## config.mk

```make
export PLATFORM = sky130hd
export DESIGN_NAME = manchester_edge_timing_decoder
export DESIGN_NICKNAME = d
export VERILOG_FILES = /design/src/hdl/metd_pkg.sv /design/src/hdl/metd_window_check.sv /design/src/hdl/manchester_edge_timing_decoder.sv
export SDC_FILE = /design/constraint.sdc
export NUM_CORES = 1
export LEC_CHECK = 0
export BUFFER_PORTS_ARGS = -buffer_cell sky130_fd_sc_hd__buf_2
export CORE_ASPECT_RATIO = 0.7
export CORE_MARGIN = 2
export CORE_UTILIZATION = 25
export DETAILED_ROUTE_END_ITERATION = 8
export HOLD_SLACK_MARGIN = 0.15
export SETUP_SLACK_MARGIN = 0.15
export SYNTH_ARGS = -nofsm -noshare
export SYNTH_HDL_FRONTEND = slang
export SYNTH_HIERARCHICAL = 1
export SYNTH_SLANG_ARGS = --single-unit
```

## constraint.sdc

```tcl
create_clock -name clk -period 6.2 [get_ports clk]
set_input_delay 1.24 -clock clk [delete_from_list [all_inputs] [get_ports clk]]
set_output_delay 1.24 -clock clk [all_outputs]
set_load 0.03 [all_outputs]
```

## src/hdl/metd_pkg.sv

```systemverilog
// ----------------------------------------------------------------------------
// metd_pkg
// Shared widths, register codes, reset values and types for the Manchester
// edge-interval decoder.
// ----------------------------------------------------------------------------
package metd_pkg;

    // timestamp arithmetic width, only the low TICK_BITS of edge_time count
    localparam int TICK_BITS = 32;

    localparam int TIME_W  = 32;
    localparam int WIN_W   = 24;
    localparam int BYTE_W  = 8;
    localparam int CNT_W   = 3;
    localparam int CFG_IDX_W = 2;

    // compare width wide enough for both interval and window bounds
    localparam int CMP_W = (TICK_BITS > WIN_W) ? TICK_BITS : WIN_W;

    // register indexes
    localparam logic [CFG_IDX_W-1:0] REG_LONG_MIN  = 2'd0;
    localparam logic [CFG_IDX_W-1:0] REG_LONG_MAX  = 2'd1;
    localparam logic [CFG_IDX_W-1:0] REG_SHORT_MIN = 2'd2;
    localparam logic [CFG_IDX_W-1:0] REG_SHORT_MAX = 2'd3;

    // register reset values
    localparam logic [WIN_W-1:0] LONG_MIN_RST  = 24'd18000;
    localparam logic [WIN_W-1:0] LONG_MAX_RST  = 24'd23000;
    localparam logic [WIN_W-1:0] SHORT_MIN_RST = 24'd8000;
    localparam logic [WIN_W-1:0] SHORT_MAX_RST = 24'd10600;

    // bit count at which the byte completes
    localparam logic [CNT_W-1:0] LAST_BIT_CNT = CNT_W'(BYTE_W - 1);

    typedef struct packed {
        logic [WIN_W-1:0] long_min;
        logic [WIN_W-1:0] long_max;
        logic [WIN_W-1:0] short_min;
        logic [WIN_W-1:0] short_max;
    } metd_cfg_t;

    typedef struct packed {
        logic is_long;
        logic is_short;
    } metd_class_t;

endpackage

```

## src/hdl/metd_window_check.sv

```systemverilog
// ----------------------------------------------------------------------------
// metd_window_check
// Edge interval (modulo 2^TICK_BITS) and its long / short window match.
// ----------------------------------------------------------------------------
module metd_window_check
    import metd_pkg::*;
(
    input  logic [TICK_BITS-1:0] now_time,
    input  logic [TICK_BITS-1:0] last_time,
    input  metd_cfg_t            cfg,
    output metd_class_t          cls
);

    logic [TICK_BITS-1:0] interval;
    logic [CMP_W-1:0]     ival_ext;
    logic                 long_hit;
    logic                 short_hit;

    // wraps naturally at TICK_BITS
    assign interval = now_time - last_time;
    assign ival_ext = CMP_W'(interval);

    assign long_hit  = (ival_ext >= CMP_W'(cfg.long_min))
                    && (ival_ext <= CMP_W'(cfg.long_max));
    assign short_hit = (ival_ext >= CMP_W'(cfg.short_min))
                    && (ival_ext <= CMP_W'(cfg.short_max));

    // long window wins when both match
    assign cls.is_long  = long_hit;
    assign cls.is_short = short_hit && !long_hit;

endmodule

```

## src/hdl/manchester_edge_timing_decoder.sv

```systemverilog
// ----------------------------------------------------------------------------
// manchester_edge_timing_decoder
// Decodes Manchester line edges by timing the interval between them and
// packs the recovered bits, first bit in the msb, into bytes.
// ----------------------------------------------------------------------------
//
//  channel   direction  handshake           payload
//  in        input      in_valid/in_stall   edge_time[31:0], line_level
//  out       output     out_valid/out_stall data_byte[7:0]
//  cfg       input      cfg_we              cfg_index[1:0], cfg_data[23:0]
//
// one edge word per cycle while in_stall stays low; a byte reaches the output
// through the input register, then the result register
// the feedback loop is last edge time, pair flag, bit count and shift register,
// updated by one subtract and two window compares per edge
// reset clears the pipeline valids, decoder state and restores the windows
// in_stall rises only when the input register is full and the result
// register is held by out_stall
//
module manchester_edge_timing_decoder
    import metd_pkg::*;
(
    input  logic                 clk,
    input  logic                 rst_n,
    // edge words
    input  logic                 in_valid,
    output logic                 in_stall,
    input  logic [TIME_W-1:0]    edge_time,
    input  logic                 line_level,
    // byte words
    output logic                 out_valid,
    input  logic                 out_stall,
    output logic [BYTE_W-1:0]    data_byte,
    // window registers
    input  logic                 cfg_we,
    input  logic [CFG_IDX_W-1:0] cfg_index,
    input  logic [WIN_W-1:0]     cfg_data
);

    // window registers
    metd_cfg_t cfg_reg;

    // input register stage
    logic                 a_valid_reg;
    logic [TICK_BITS-1:0] a_time_reg;
    logic                 a_level_reg;

    // decoder state
    logic                 primed_reg;
    logic [TICK_BITS-1:0] last_time_reg;
    logic                 half_reg;
    logic [BYTE_W-1:0]    shift_reg;
    logic [CNT_W-1:0]     bits_reg;

    logic                 half_next;
    logic [BYTE_W-1:0]    shift_next;
    logic [CNT_W-1:0]     bits_next;

    // result register
    logic                 out_valid_reg;
    logic [BYTE_W-1:0]    out_byte_reg;

    logic                 a_adv;
    logic                 in_take;
    logic                 have_bit;
    logic                 load_out;
    logic [BYTE_W-1:0]    new_byte;
    metd_class_t          cls;

    // input stage moves on unless the result register is full and held
    assign a_adv    = a_valid_reg && !(out_valid_reg && out_stall);
    assign in_stall = a_valid_reg && !a_adv;
    assign in_take  = in_valid && !in_stall;

    assign out_valid = out_valid_reg;
    assign data_byte = out_byte_reg;

    // configuration writes
    always_ff @(posedge clk or negedge rst_n)
    begin
        if (!rst_n)
        begin
            cfg_reg.long_min  <= LONG_MIN_RST;
            cfg_reg.long_max  <= LONG_MAX_RST;
            cfg_reg.short_min <= SHORT_MIN_RST;
            cfg_reg.short_max <= SHORT_MAX_RST;
        end
        else if (cfg_we)
        begin
            unique case (cfg_index)
                REG_LONG_MIN:  cfg_reg.long_min  <= cfg_data;
                REG_LONG_MAX:  cfg_reg.long_max  <= cfg_data;
                REG_SHORT_MIN: cfg_reg.short_min <= cfg_data;
                REG_SHORT_MAX: cfg_reg.short_max <= cfg_data;
                default: ;
            endcase
        end
    end

    // input register
    always_ff @(posedge clk or negedge rst_n)
    begin
        if (!rst_n)
        begin
            a_valid_reg <= 1'b0;
        end
        else if (in_take)
        begin
            a_valid_reg <= 1'b1;
        end
        else if (a_adv)
        begin
            a_valid_reg <= 1'b0;
        end
    end

    always_ff @(posedge clk)
    begin
        if (in_take)
        begin
            a_time_reg  <= edge_time[TICK_BITS-1:0];
            a_level_reg <= line_level;
        end
    end

    metd_window_check u_window (
        .now_time  (a_time_reg),
        .last_time (last_time_reg),
        .cfg       (cfg_reg),
        .cls       (cls)
    );

    // bit recovery: long gives a bit, second short of a pair gives a bit
    // long leaves the pair flag alone
    always_comb
    begin
        have_bit   = 1'b0;
        half_next  = half_reg;
        shift_next = shift_reg;
        bits_next  = bits_reg;
        load_out   = 1'b0;
        new_byte   = {shift_reg[BYTE_W-2:0], a_level_reg};
        if (primed_reg)
        begin
            if (cls.is_long)
            begin
                have_bit = 1'b1;
            end
            else if (cls.is_short)
            begin
                have_bit  = half_reg;
                half_next = !half_reg;
            end
        end
        if (have_bit)
        begin
            if (bits_reg == LAST_BIT_CNT)
            begin
                load_out   = 1'b1;
                shift_next = '0;
                bits_next  = '0;
            end
            else
            begin
                shift_next = new_byte;
                bits_next  = bits_reg + CNT_W'(1);
            end
        end
    end

    // decoder state, first edge only primes
    always_ff @(posedge clk or negedge rst_n)
    begin
        if (!rst_n)
        begin
            primed_reg    <= 1'b0;
            last_time_reg <= '0;
            half_reg      <= 1'b0;
            shift_reg     <= '0;
            bits_reg      <= '0;
        end
        else if (a_adv)
        begin
            primed_reg    <= 1'b1;
            last_time_reg <= a_time_reg;
            half_reg      <= half_next;
            shift_reg     <= shift_next;
            bits_reg      <= bits_next;
        end
    end

    // result register
    always_ff @(posedge clk or negedge rst_n)
    begin
        if (!rst_n)
        begin
            out_valid_reg <= 1'b0;
        end
        else if (a_adv && load_out)
        begin
            out_valid_reg <= 1'b1;
        end
        else if (!out_stall)
        begin
            out_valid_reg <= 1'b0;
        end
    end

    always_ff @(posedge clk)
    begin
        if (a_adv && load_out)
        begin
            out_byte_reg <= new_byte;
        end
    end

`ifndef NO_ASSERTIONS
    // a completed byte always restarts the assembly
    a_byte_restart: assert property (@(posedge clk) disable iff (!rst_n)
        (a_adv && load_out) |=> (bits_reg == '0 && shift_reg == '0))
        else $error("byte assembly not restarted after output");

    // nothing is collected before the first edge
    a_unprimed_empty: assert property (@(posedge clk) disable iff (!rst_n)
        !primed_reg |-> (bits_reg == '0 && !half_reg))
        else $error("decoder state moved before first edge");

    // backpressure only with a full input stage behind a held result
    a_stall_cause: assert property (@(posedge clk) disable iff (!rst_n)
        in_stall |-> (a_valid_reg && out_valid_reg && out_stall))
        else $error("input stalled without a held result");

    // first processed edge primes the decoder
    a_primes: assert property (@(posedge clk) disable iff (!rst_n)
        (a_adv && !primed_reg) |=> (primed_reg && !out_valid_reg))
        else $error("first edge did not prime or produced a byte");
`endif

endmodule

```

==> results of run 1 <==
[worst min-delay path by stage]
stage | end | slack (ns)
floorplan | data_byte[0]$_DFFE_PP_ | 0.42
global placement | data_byte[7]$_DFFE_PP_ | 0.44
detailed placement | data_byte[7]$_DFFE_PP_ | 0.44
CTS | data_byte[7]$_DFFE_PP_ | 0.46
global route | data_byte[1]$_DFFE_PP_ | 0.48
finish | data_byte[7]$_DFFE_PP_ | 0.45
[area by class of cell]
class | count | share of cell area
Timing Repair Buffer | 76 | 0.03135
Multi-Input combinational cell | 643 | 0.4385
Clock inverter | 10 | 0.008359
Antenna cell | 1 | 0.0001990
Inverter | 131 | 0.03911
Sequential cell | 183 | 0.3830
Tap cell | 594 | 0.05911
Clock buffer | 22 | 0.04040
[per-layer routing]
metal	global-route usage	vias to the layer above
met5	0	-
met1	0.1839	3630
met4	0.04167	0
met3	0.03513	36
li1	-	3631
met2	0.1725	181
[synth_stat cells (3+ instances only)]
library cell  instances  share of area
nor3_1                8         0.0037
a31oi_1               3         0.0017
nor4_1                3         0.0017
a211oi_1              5         0.0034
dfstp_2              25          0.060
mux2_2              138           0.14
buf_4                 7         0.0048
inv_1               131          0.045
a21boi_0              5         0.0034
nand4_1              22          0.013
a21oi_2               4         0.0032
a21oi_1              71          0.032
nor2b_1              17         0.0097
and3_1                4         0.0023
nand2b_1              9         0.0051
edfxtp_1             41           0.11
dfrtp_1             117           0.27
nor2_1               18         0.0062
o21a_1                3         0.0021
a21o_1               11         0.0075
o211ai_1             10         0.0069
xnor2_1              15          0.012
ha_1                129           0.15
o21ai_0              33          0.015
clkbuf_1              3         0.0010
buf_2                 4         0.0018
xor2_1               15          0.012
a2111oi_0             6         0.0048
nand2_1              51          0.017
nand3_1              12         0.0055
[critical path: stages, from the launching register on]
cell and delay [ns]:
edfxtp_1 0.38, inv_1 0.07, ha_1 0.15, inv_1 0.05
fa_1 0.44, a211oi_2 0.33, o21ai_0 0.24, a21oi_1 0.19
nand2_1 0.12, xor2_1 0.42, ha_1 0.24, nand4_1 0.17
or4_1 0.68, a21oi_1 0.37, a2111oi_0 0.17, o211ai_1 0.20
a2bb2oi_1 0.11, and4bb_1 0.28, a21o_1 0.26, and4_1 0.45
[cell usage in the layout, fill, tap and decap left out, types with 6 or more instances in the layout]
cell type	instances
a21o_1	11
o211ai_1	10
nor3_1	8
nand3_1	12
buf_2	72
a21oi_1	71
dfstp_2	25
xor2_1	15
a2111oi_0	6
nand2b_1	9
clkbuf_16	20
ha_1	129
o21ai_0	33
nor2b_1	17
nor2_1	18
dfrtp_1	117
nand4_1	22
nand2_1	51
xnor2_1	15
edfxtp_1	41
inv_1	131
mux2_2	138
[cell families (layout without fill, tap and decap cells)]
kind of cell / Yosys count / in the layout / share of synthesized area
flip-flops: 183 / 183 / 0.4399
AO/OA/AOI/OAI: 179 / 179 / 0.1045
AND/OR/NAND/NOR: 165 / 165 / 0.08184
buffers and inverters: 150 / 239 / 0.05761
multiplexers: 139 / 139 / 0.1429
adder cells (fa/ha/maj): 130 / 130 / 0.1493
XOR/XNOR: 30 / 30 / 0.02400
other: 0 / 1 / 0
[through the flow]
| step | setup slack (ns) | cells | instance area, um2 |
|---|---|---|---|
| floorplan | 1.742 | 976 | 10950 |
| global placement | 0.7276 | 1627 | 11960 |
| detailed placement | 0.6554 | 1627 | 11960 |
| CTS | 0.6268 | 1659 | 12570 |
| global route | 0.2417 | 1659 | 12570 |
| finish | 0.5446 | 1660 | 12570 |
[where the power goes]
| part | switching (W) | internal (W) |
|---|---|---|
| clock network | 0.000493 | 0.000632 |
| registers | 0.0000849 | 0.00141 |
| logic | 0.000788 | 0.000578 |
| total | 0.00137 | 0.00262 |
==> summary.txt, run 1 <==
Timing
  • Final setup fails: 0
  • RSZ-0062 raised after global routing: no
  • Final hold slack: 0.4547 ns
  • Relative slew slack: 0.3816
  • Layout Skew: 0.01273 ns
  • Worst Tran Pin Value: 0.9276 ns
  • Setup TNS: 0 ns
  • Maximum clock frequency: 176.8 MHz
  • Minimum clock period after layout: 5.655 ns
  • Period utilization: 0.9122
  • Max Slew Vio Count: 0
  • Final Hold Fails: 0

Drt
  • WL per Instance: 16.42 um
  • DRC Markers: 0
  • Max layer used: met4
  • Antenna viol nets, final: 0
  • Initial DRC Count: 556
  • Metal3 WL: 1793 um
  • WL final: 27,250 um
  • Vias: 7,478
  • Wire length on met2: 10,950 um
  • Avg Vias per Cell: 4.505
  • Metal-1 WL: 14,000 um
  • Drt pass-1 iters: 6

Synthesis
  • Yosys Warn Count: 6
  • Primary FF master, synth: dfrtp_1
  • Post-synthesis cell count: 976
  • Synthesized area: 10,950 um2
  • Register area share after synthesis: 0.4399
  • Syn_area_per_cell: 11.22 um2
  • Post-synth EDFFs: 41
  • FF+latch count, synth: 183
  • Ys async rst share: 0.7760
  • Yosys cell types: 69
  • Syn nets: 1,170

Floorplan
  • I/O pin total: 74
  • Total die area: 45,500 um2
  • Core Box Area: 43,480 um2
  • Initial Util: 0.2518
  • Site row count: 64
  • Die W: 254.1 um
  • Chip height: 179.1 um

Clock tree
  • Cts repair resizes: 0
  • Htree depth: 4
  • TritonCTS Sinks: 183
  • Max clock buf depth: 2
  • CTS root buf: clkbuf_16
  • CTS tree: built
  • Clk slew on worst S/H paths: 0.07 ns
  • Post-CTS Setup Bufs: 0
  • Worst-Skew Late Latency: 0.45 ns
  • CTS buffer count: 17
  • Hold buffers post-CTS: 0

Outcome
  • Status: complete, no violations

Finish
  • Fillers: 4,473
  • Fin util: 0.2892
  • FF/Latch Area: 4816 um2
  • Max reg flops: 96
  • Final Net Count: 1,246
  • Layout area overhead: 14.86%
  • Area taken by multi-input logic gates: 5513 um2
  • Share of cells above drive strength 1: 0.2789

Critical path
  • CP endpoint kind: flip-flop
  • Worst Setup EP: data_byte[4]$_DFFE_PP_
  • Crit path DAT: 5.77 ns
  • Reg2reg end: data_byte[4]$_DFFE_PP_
  • Crit Path Class: reg -> reg
  • Crit path launch type: flip-flop
  • R2r setup slk: 0.54 ns
  • CP required: 6.31 ns
  • Reg2reg path depth: 19
  • Crit. Startpoint: a_time_reg[0]$_DFFE_PP_
  • CP max FO: 8
  • FF-to-FF Start: a_time_reg[0]$_DFFE_PP_

GRT
  • Gr ovfl total: 0
  • Global-route usage over all layers: 0.1248
  • Largest net degree at the start of global routing: 91
  • First-pass GRT wire length: 42,860 um
  • Number of global-route vias before repair: 7,505
  • Initial antenna violation count: 1

Power
  • Power Total: 0.003988 W
  • Leakage: 5.711 nW
  • P per Cell Area: 317.2 nW/um2
  • Max VDD drop: 0.1832 mV

Hold path
  • Min-delay src: shift_reg[6]$_DFFE_PN0P_
  • WHS Path Cells: 0
  • Hold/Removal Path Class: reg -> reg

Placement
  • PortBufs: 73
  • Post-DP HPWL: 21,140 um
  • GP Congestion: 0.8732

Job
  • Max-cap viol count: 0
(Power assumes the default switching activity.)
==> run 2, diff against run 1 <==
- CORE_ASPECT_RATIO: 0.7 -> 1.75
- RECOVER_POWER: default -> 50
==> run 2 against run 1 <==
  * Non-clock buffer count rose by 2
  * Count of clock-buffer cells in the layout fell by 4
  * The flow now finishes with violations (capacitance limit, slew limit)
  * Critical path type unchanged
  * Critical path depth fell by 3
  * Largest power group unchanged
  * Sequential share of layout area rose by 0.26 points
  * First-iteration DRC count fell by 50%
==> summary.txt, run 2 (synthesis gave the netlist of run 1 again) <==
Placement
  • PortBufs: 73
  • Post-DP HPWL: 21,100 um
  • Placement Setup Slack: 0.5301 ns
  • GP Congestion: 0.9191

Finish
  • Share of cells above drive strength 1: 0.2671
  • Most frequent cells in the layout: mux2_2 (138), inv_1 (131), ha_1 (129), dfrtp_1 (117), a21oi_1 (71)
  • Layout area overhead: 14.09%
  • Fillers: 4,482
  • Commonest non-fill, non-tap cell in the layout: mux2_2
  • Final Net Count: 1,248
  • Max reg flops: 96

GRT
  • First-pass GRT wire length: 41,570 um
  • Number of global-route vias before repair: 7,919
  • Gr ovfl total: 0
  • Initial antenna violation count: 2
  • Global-route usage over all layers: 0.1200
  • Largest net degree at the start of global routing: 90

Timing
  • RSZ-0062 raised after global routing: no
  • Setup TNS: 0 ns
  • Maximum clock frequency: 175.7 MHz
  • Setup ws final: 0.5085 ns
  • Worst Tran Pin Value: 4.215 ns
  • Relative slew slack: -1.810
  • Final setup fails: 0
  • Max Slew Vio Count: 152
  • Minimum clock period after layout: 5.691 ns
  • Layout Skew: 0.01316 ns
  • Final Hold Fails: 0
  • Period utilization: 0.9180

Clock tree
  • CTS root buf: clkbuf_16
  • Worst-Skew Late Latency: 0.45 ns
  • CTS buffer count: 17
  • Hold buffers post-CTS: 0
  • Max clock buf depth: 2
  • Cts repair resizes: 0
  • TritonCTS Sinks: 183
  • Clk slew on worst S/H paths: 0.08 ns
  • Post-CTS Setup Bufs: 0
  • CTS tree: built
  • Htree depth: 4

Critical path
  • CP required: 6.32 ns
  • Crit path launch type: flip-flop
  • CP max stage delay: 0.60 ns
  • CP max-delay cell: a21boi_1
  • Crit path DAT: 5.81 ns
  • Crit path cell chain: ha_1 > a21oi_1 > o21ai_0 > a22oi_1 > a21boi_1 > and2_1 > xnor2_1 > ha_1 > nand4_1 > nor3_1 > inv_1 > nor4_1 > o221ai_1 > and4bb_1 > a21o_1 > and4_1
  • CP max FO: 8
  • Crit Path Class: reg -> reg
  • Most used cell, CP: ha_1
  • CP endpoint kind: flip-flop
  • R2r setup slk: 0.51 ns

Power
  • Switching pwr: 0.001376 W
  • Leakage: 5.658 nW
  • P per Cell Area: 315.7 nW/um2
  • Sequential share of power: 0.378
  • Design internal power: 0.002567 W
  • Max VDD drop: 0.1677 mV
  • Clock power frac: 0.272
  • Combinational fraction of design power: 0.350
  • Net Sw Frac: 0.3490

Floorplan
  • Core Box Area: 43,350 um2
  • Site row count: 101
  • Chip height: 280.8 um
  • Total die area: 45,540 um2
  • I/O pin total: 74
  • Initial Util: 0.2525
  • Die W: 162.2 um

Drt
  • WL per Instance: 16.34 um
  • DRC Markers: 0
  • Initial DRC Count: 279
  • Antenna viol nets, final: 0
  • WL final: 26,710 um
  • Vias: 7,438
  • Avg Vias per Cell: 4.552
  • Drt pass-1 iters: 4

Job
  • Max-cap viol count: 3

Outcome
  • Failing checks: capacitance limit, slew limit
  • Status: finished with violations

Hold path
  • Hold/Removal Path Class: reg -> reg
## run 2: final timing paths
path	from	to	cells past startpoint
max in group asynchronous	rst_n	cfg_reg[65]$_DFFE_PN0P_	1
setup / recovery	a_time_reg[14]$_DFFE_PP_	data_byte[0]$_DFFE_PP_	16
hold / removal	shift_reg[6]$_DFFE_PN0P_	data_byte[7]$_DFFE_PP_	0
hold reg to reg	shift_reg[6]$_DFFE_PN0P_	data_byte[7]$_DFFE_PP_	0
min in group asynchronous	rst_n	last_time_reg[3]$_DFFE_PN0P_	1
setup reg to reg	a_time_reg[14]$_DFFE_PP_	data_byte[0]$_DFFE_PP_	16
## run 2: layout make-up
type,instances,area (um2),share of cell area
inverters,131,491.7,0.03937
flip-flops and latches,183,4816,0.3856
diodes,1,2.502,0.0002004
clock buffers,18,429.2,0.03436
clock inverters,14,142.6,0.01142
multi-input cells,643,5514,0.4415
repair buffers,78,385.4,0.03086
well taps,566,708.2,0.05670
## run 2: power groups by stage
stage | sequential, W | combinational (W) | clock [W]
2_1_floorplan | 0.00149 | 0.000970 | 0
3_3_place_gp | 0.00151 | 0.00135 | 0
3_5_place_dp | 0.00151 | 0.00137 | 0
4_1_cts | 0.00149 | 0.00139 | 0.00111
5_1_grt | 0.00151 | 0.00155 | 0.00116
6_report | 0.00149 | 0.00138 | 0.00107
## run 2: routing by layer
metal  GRT usage  share of wire
met1      0.1135           0.36
met2      0.2376           0.56
met3     0.01697          0.021
met4     0.07443          0.058
met5           0        0.00041
## run 2: metrics by stage
| step | hold WS (ns) | utilization | std cells | total power, W | instance area, um2 |
|---|---|---|---|---|---|
| after floorplan | 0.4180 | - | 976 | 0.002458 | 10950 |
| after global placement | 0.4352 | 0.2754 | 1601 | 0.002857 | 11940 |
| after detailed placement | 0.4546 | 0.2754 | 1601 | 0.002887 | 11940 |
| after CTS | 0.4730 | 0.2886 | 1633 | 0.003984 | 12510 |
| after global routing | 0.4784 | 0.2881 | 1634 | 0.004218 | 12490 |
| final | 0.4670 | 0.2881 | 1634 | 0.003942 | 12490 |
## run 2: worst max-delay path, delay by kind of cell (launching register included)
family	cells	cell delay (ns)
AO/OA/AOI/OAI	6	1.81
XOR/XNOR	1	0.19
adder cells (fa/ha/maj)	2	0.77
buffers and inverters	1	0.09
flip-flops	1	0.40
AND/OR/NAND/NOR	6	2.08
==> run 3, diff against run 2 <==
- CORE_UTILIZATION: 25 -> 50
- PLACE_DENSITY: default -> 0.68
==> run 3 against run 2 <==
  * The flow still finishes with violations (capacitance limit, slew limit)
  * Maximum frequency up 4.7%
  * Hold slack worse by 0.024 ns
  * Combinational power shrank 3%
  * Via count down 0.82%
  * Sequential power barely moved
  * Sequential share of layout area up 1.1 points
  * Wire length is 11% lower
  * First-iteration DRC count shrank 7.5%
  * Non-clock buffer count shrank 1
  * Power down 0.89%
  * Clock power barely moved
  * Cell area is 2.7% lower
  * Critical path type unchanged
==> summary.txt, run 3 (synthesis gave the netlist of run 1 again) <==
Floorplan
  • Core Box Area: 21,500 um2
  • Die W: 115.9 um
  • Initial Util: 0.5092
  • Site row count: 71
  • Chip height: 199.7 um
  • I/O pin total: 74
  • Total die area: 23,140 um2

GRT
  • First-pass GRT wire length: 38,990 um
  • Grt met3 use: 0.03684
  • Initial antenna violation count: 1
  • Gr ovfl total: 0
  • Met1 GRT Util: 0.2459
  • Met2 usage: 0.4068
  • Largest net degree at the start of global routing: 107
  • Top Usage Layer GRT: met2
  • Global-route usage over all layers: 0.2217
  • Number of global-route vias before repair: 7,826

Timing
  • Final setup fails: 0
  • Worst Tran Pin Value: 2.663 ns
  • Setup TNS: 0 ns
  • Minimum clock period after layout: 5.436 ns
  • Final Hold Fails: 0
  • Layout Skew: 0.009129 ns
  • Relative slew slack: -0.7750
  • Period utilization: 0.8767
  • Maximum clock frequency: 184.0 MHz
  • RSZ-0062 raised after global routing: no
  • Max Slew Vio Count: 202

Clock tree
  • Cts repair resizes: 0
  • CTS root buf: clkbuf_16
  • Clk slew on worst S/H paths: 0.07 ns
  • Worst-Skew Late Latency: 0.45 ns
  • CTS buffer count: 17
  • TritonCTS Sinks: 183
  • Htree depth: 4
  • Hold buffers post-CTS: 0
  • Post-CTS Setup Bufs: 0
  • CTS tree: built
  • Max clock buf depth: 2

Outcome
  • Failing checks: capacitance limit, slew limit
  • Status: finished with violations

Drt
  • Initial DRC Count: 258
  • Antenna viol nets, final: 0
  • Avg Vias per Cell: 5.432
  • WL final: 23,840 um
  • Vias: 7,377
  • DRC Markers: 0
  • WL per Instance: 17.56 um
  • Drt pass-1 iters: 4

Critical path
  • Reg2reg path depth: 19
  • Crit Path Class: reg -> reg
  • CP endpoint kind: flip-flop
  • Crit. Startpoint: a_time_reg[0]$_DFFE_PP_
  • Crit path launch type: flip-flop
  • Reg2reg end: data_byte[0]$_DFFE_PP_
  • CP required: 6.31 ns
  • CP max FO: 8
  • Crit path DAT: 5.55 ns
  • Worst Setup EP: data_byte[0]$_DFFE_PP_
  • R2r setup slk: 0.76 ns
  • FF-to-FF Start: a_time_reg[0]$_DFFE_PP_

Hold path
  • Hold/Removal Path Class: reg -> reg

Power
  • Leakage: 5.677 nW
  • Power Total: 0.003907 W
  • P per Cell Area: 321.7 nW/um2
  • Max VDD drop: 0.2480 mV

Finish
  • Max reg flops: 96
  • Final antenna diode count: 0
  • Final Net Count: 1,247
  • Layout area overhead: 10.96%
  • Commonest non-fill, non-tap cell in the layout: mux2_2
  • Share of cells above drive strength 1: 0.2739
  • Most frequent cells in the layout: mux2_2 (138), inv_1 (131), ha_1 (129), dfrtp_1 (117), a21oi_1 (71)

Placement
  • GP Congestion: 0.9368
  • PortBufs: 73
  • Post-DP HPWL: 18,230 um

Job
  • Max-cap viol count: 4
## run 3: cell types whose count changed in the layout (fill, tap and decap cells not counted), moves of 2 or more
| cell | before | now |
|---|---|---|
| buf_2 | 60 | 70 |
| clkbuf_1 | 15 | 5 |
| clkinv_4 | 1 | 4 |
| inv_8 | 4 | 1 |
| buf_4 | 3 | 1 |
| clkinv_1 | 0 | 2 |
| inv_6 | 3 | 1 |
## run 3: layout make-up
cell class	instances	area [um2]
Clock buffer	17	425.4
Timing Repair Buffer	77	381.6
Fill cell	1935	9351
Inverter	131	491.7
Tap cell	292	365.4
Clock inverter	15	155.1
Multi-Input combinational cell	643	5512
Sequential cell	183	4816
## run 3: per-layer routing
metal	routed length [um]	part of all wire	up-vias
li1	-	-	3625
met1	9768	0.41	3589
met2	12700	0.53	116
met3	598	0.025	45
met4	762	0.032	2
met5	13	0.00055	-
## run 3: worst min-delay path by stage
stage | to | start | slack (ns) | depth (start not counted)
2_1_floorplan | data_byte[0]$_DFFE_PP_ | a_level_reg$_DFFE_PP_ | 0.42 | 0
3_3_place_gp | data_byte[0]$_DFFE_PP_ | a_level_reg$_DFFE_PP_ | 0.43 | 0
3_5_place_dp | data_byte[0]$_DFFE_PP_ | a_level_reg$_DFFE_PP_ | 0.44 | 0
4_1_cts | data_byte[0]$_DFFE_PP_ | a_level_reg$_DFFE_PP_ | 0.45 | 0
5_1_grt | data_byte[0]$_DFFE_PP_ | a_level_reg$_DFFE_PP_ | 0.46 | 0
6_report | data_byte[0]$_DFFE_PP_ | a_level_reg$_DFFE_PP_ | 0.44 | 0
## run 3: worst max-delay path: stages, from the launching register on
cell and delay (ns):
edfxtp_1 0.38, inv_1 0.07, ha_1 0.15, inv_1 0.05
fa_1 0.43, a211oi_2 0.26, o21ai_0 0.23, a21oi_1 0.19
nand2_1 0.10, xor2_1 0.35, ha_1 0.34, nand4_1 0.15
or4_1 0.19, a21oi_1 0.06, a2111oi_0 0.72, o211ai_1 0.26
a2bb2oi_1 0.24, and4_2 0.25, a21o_1 0.21, and4_1 0.46
## run 3: stage by stage
step	setup WS (ns)	area, um2	hold slack (ns)	util	std cells
6_report	0.7643	12150	0.4433	0.5650	1358
5_1_grt	0.3512	12150	0.4607	0.5650	1358
4_1_cts	0.6181	12170	0.4489	0.5659	1358
3_5_place_dp	0.6519	11590	0.4353	0.5389	1326
3_3_place_gp	0.8803	11590	0.4295	0.5389	1326
2_1_floorplan	1.742	10950	0.4180	-	976
## run 3: power breakdown
part | total [W] | leakage [nW] | internal (W) | switching [W]
clock network | 0.00108 | 0.276 | 0.000594 | 0.000486
registers | 0.00149 | 2.06 | 0.00141 | 0.0000780
logic | 0.00134 | 3.34 | 0.000577 | 0.000760
total | 0.00391 | 5.68 | 0.00258 | 0.00132
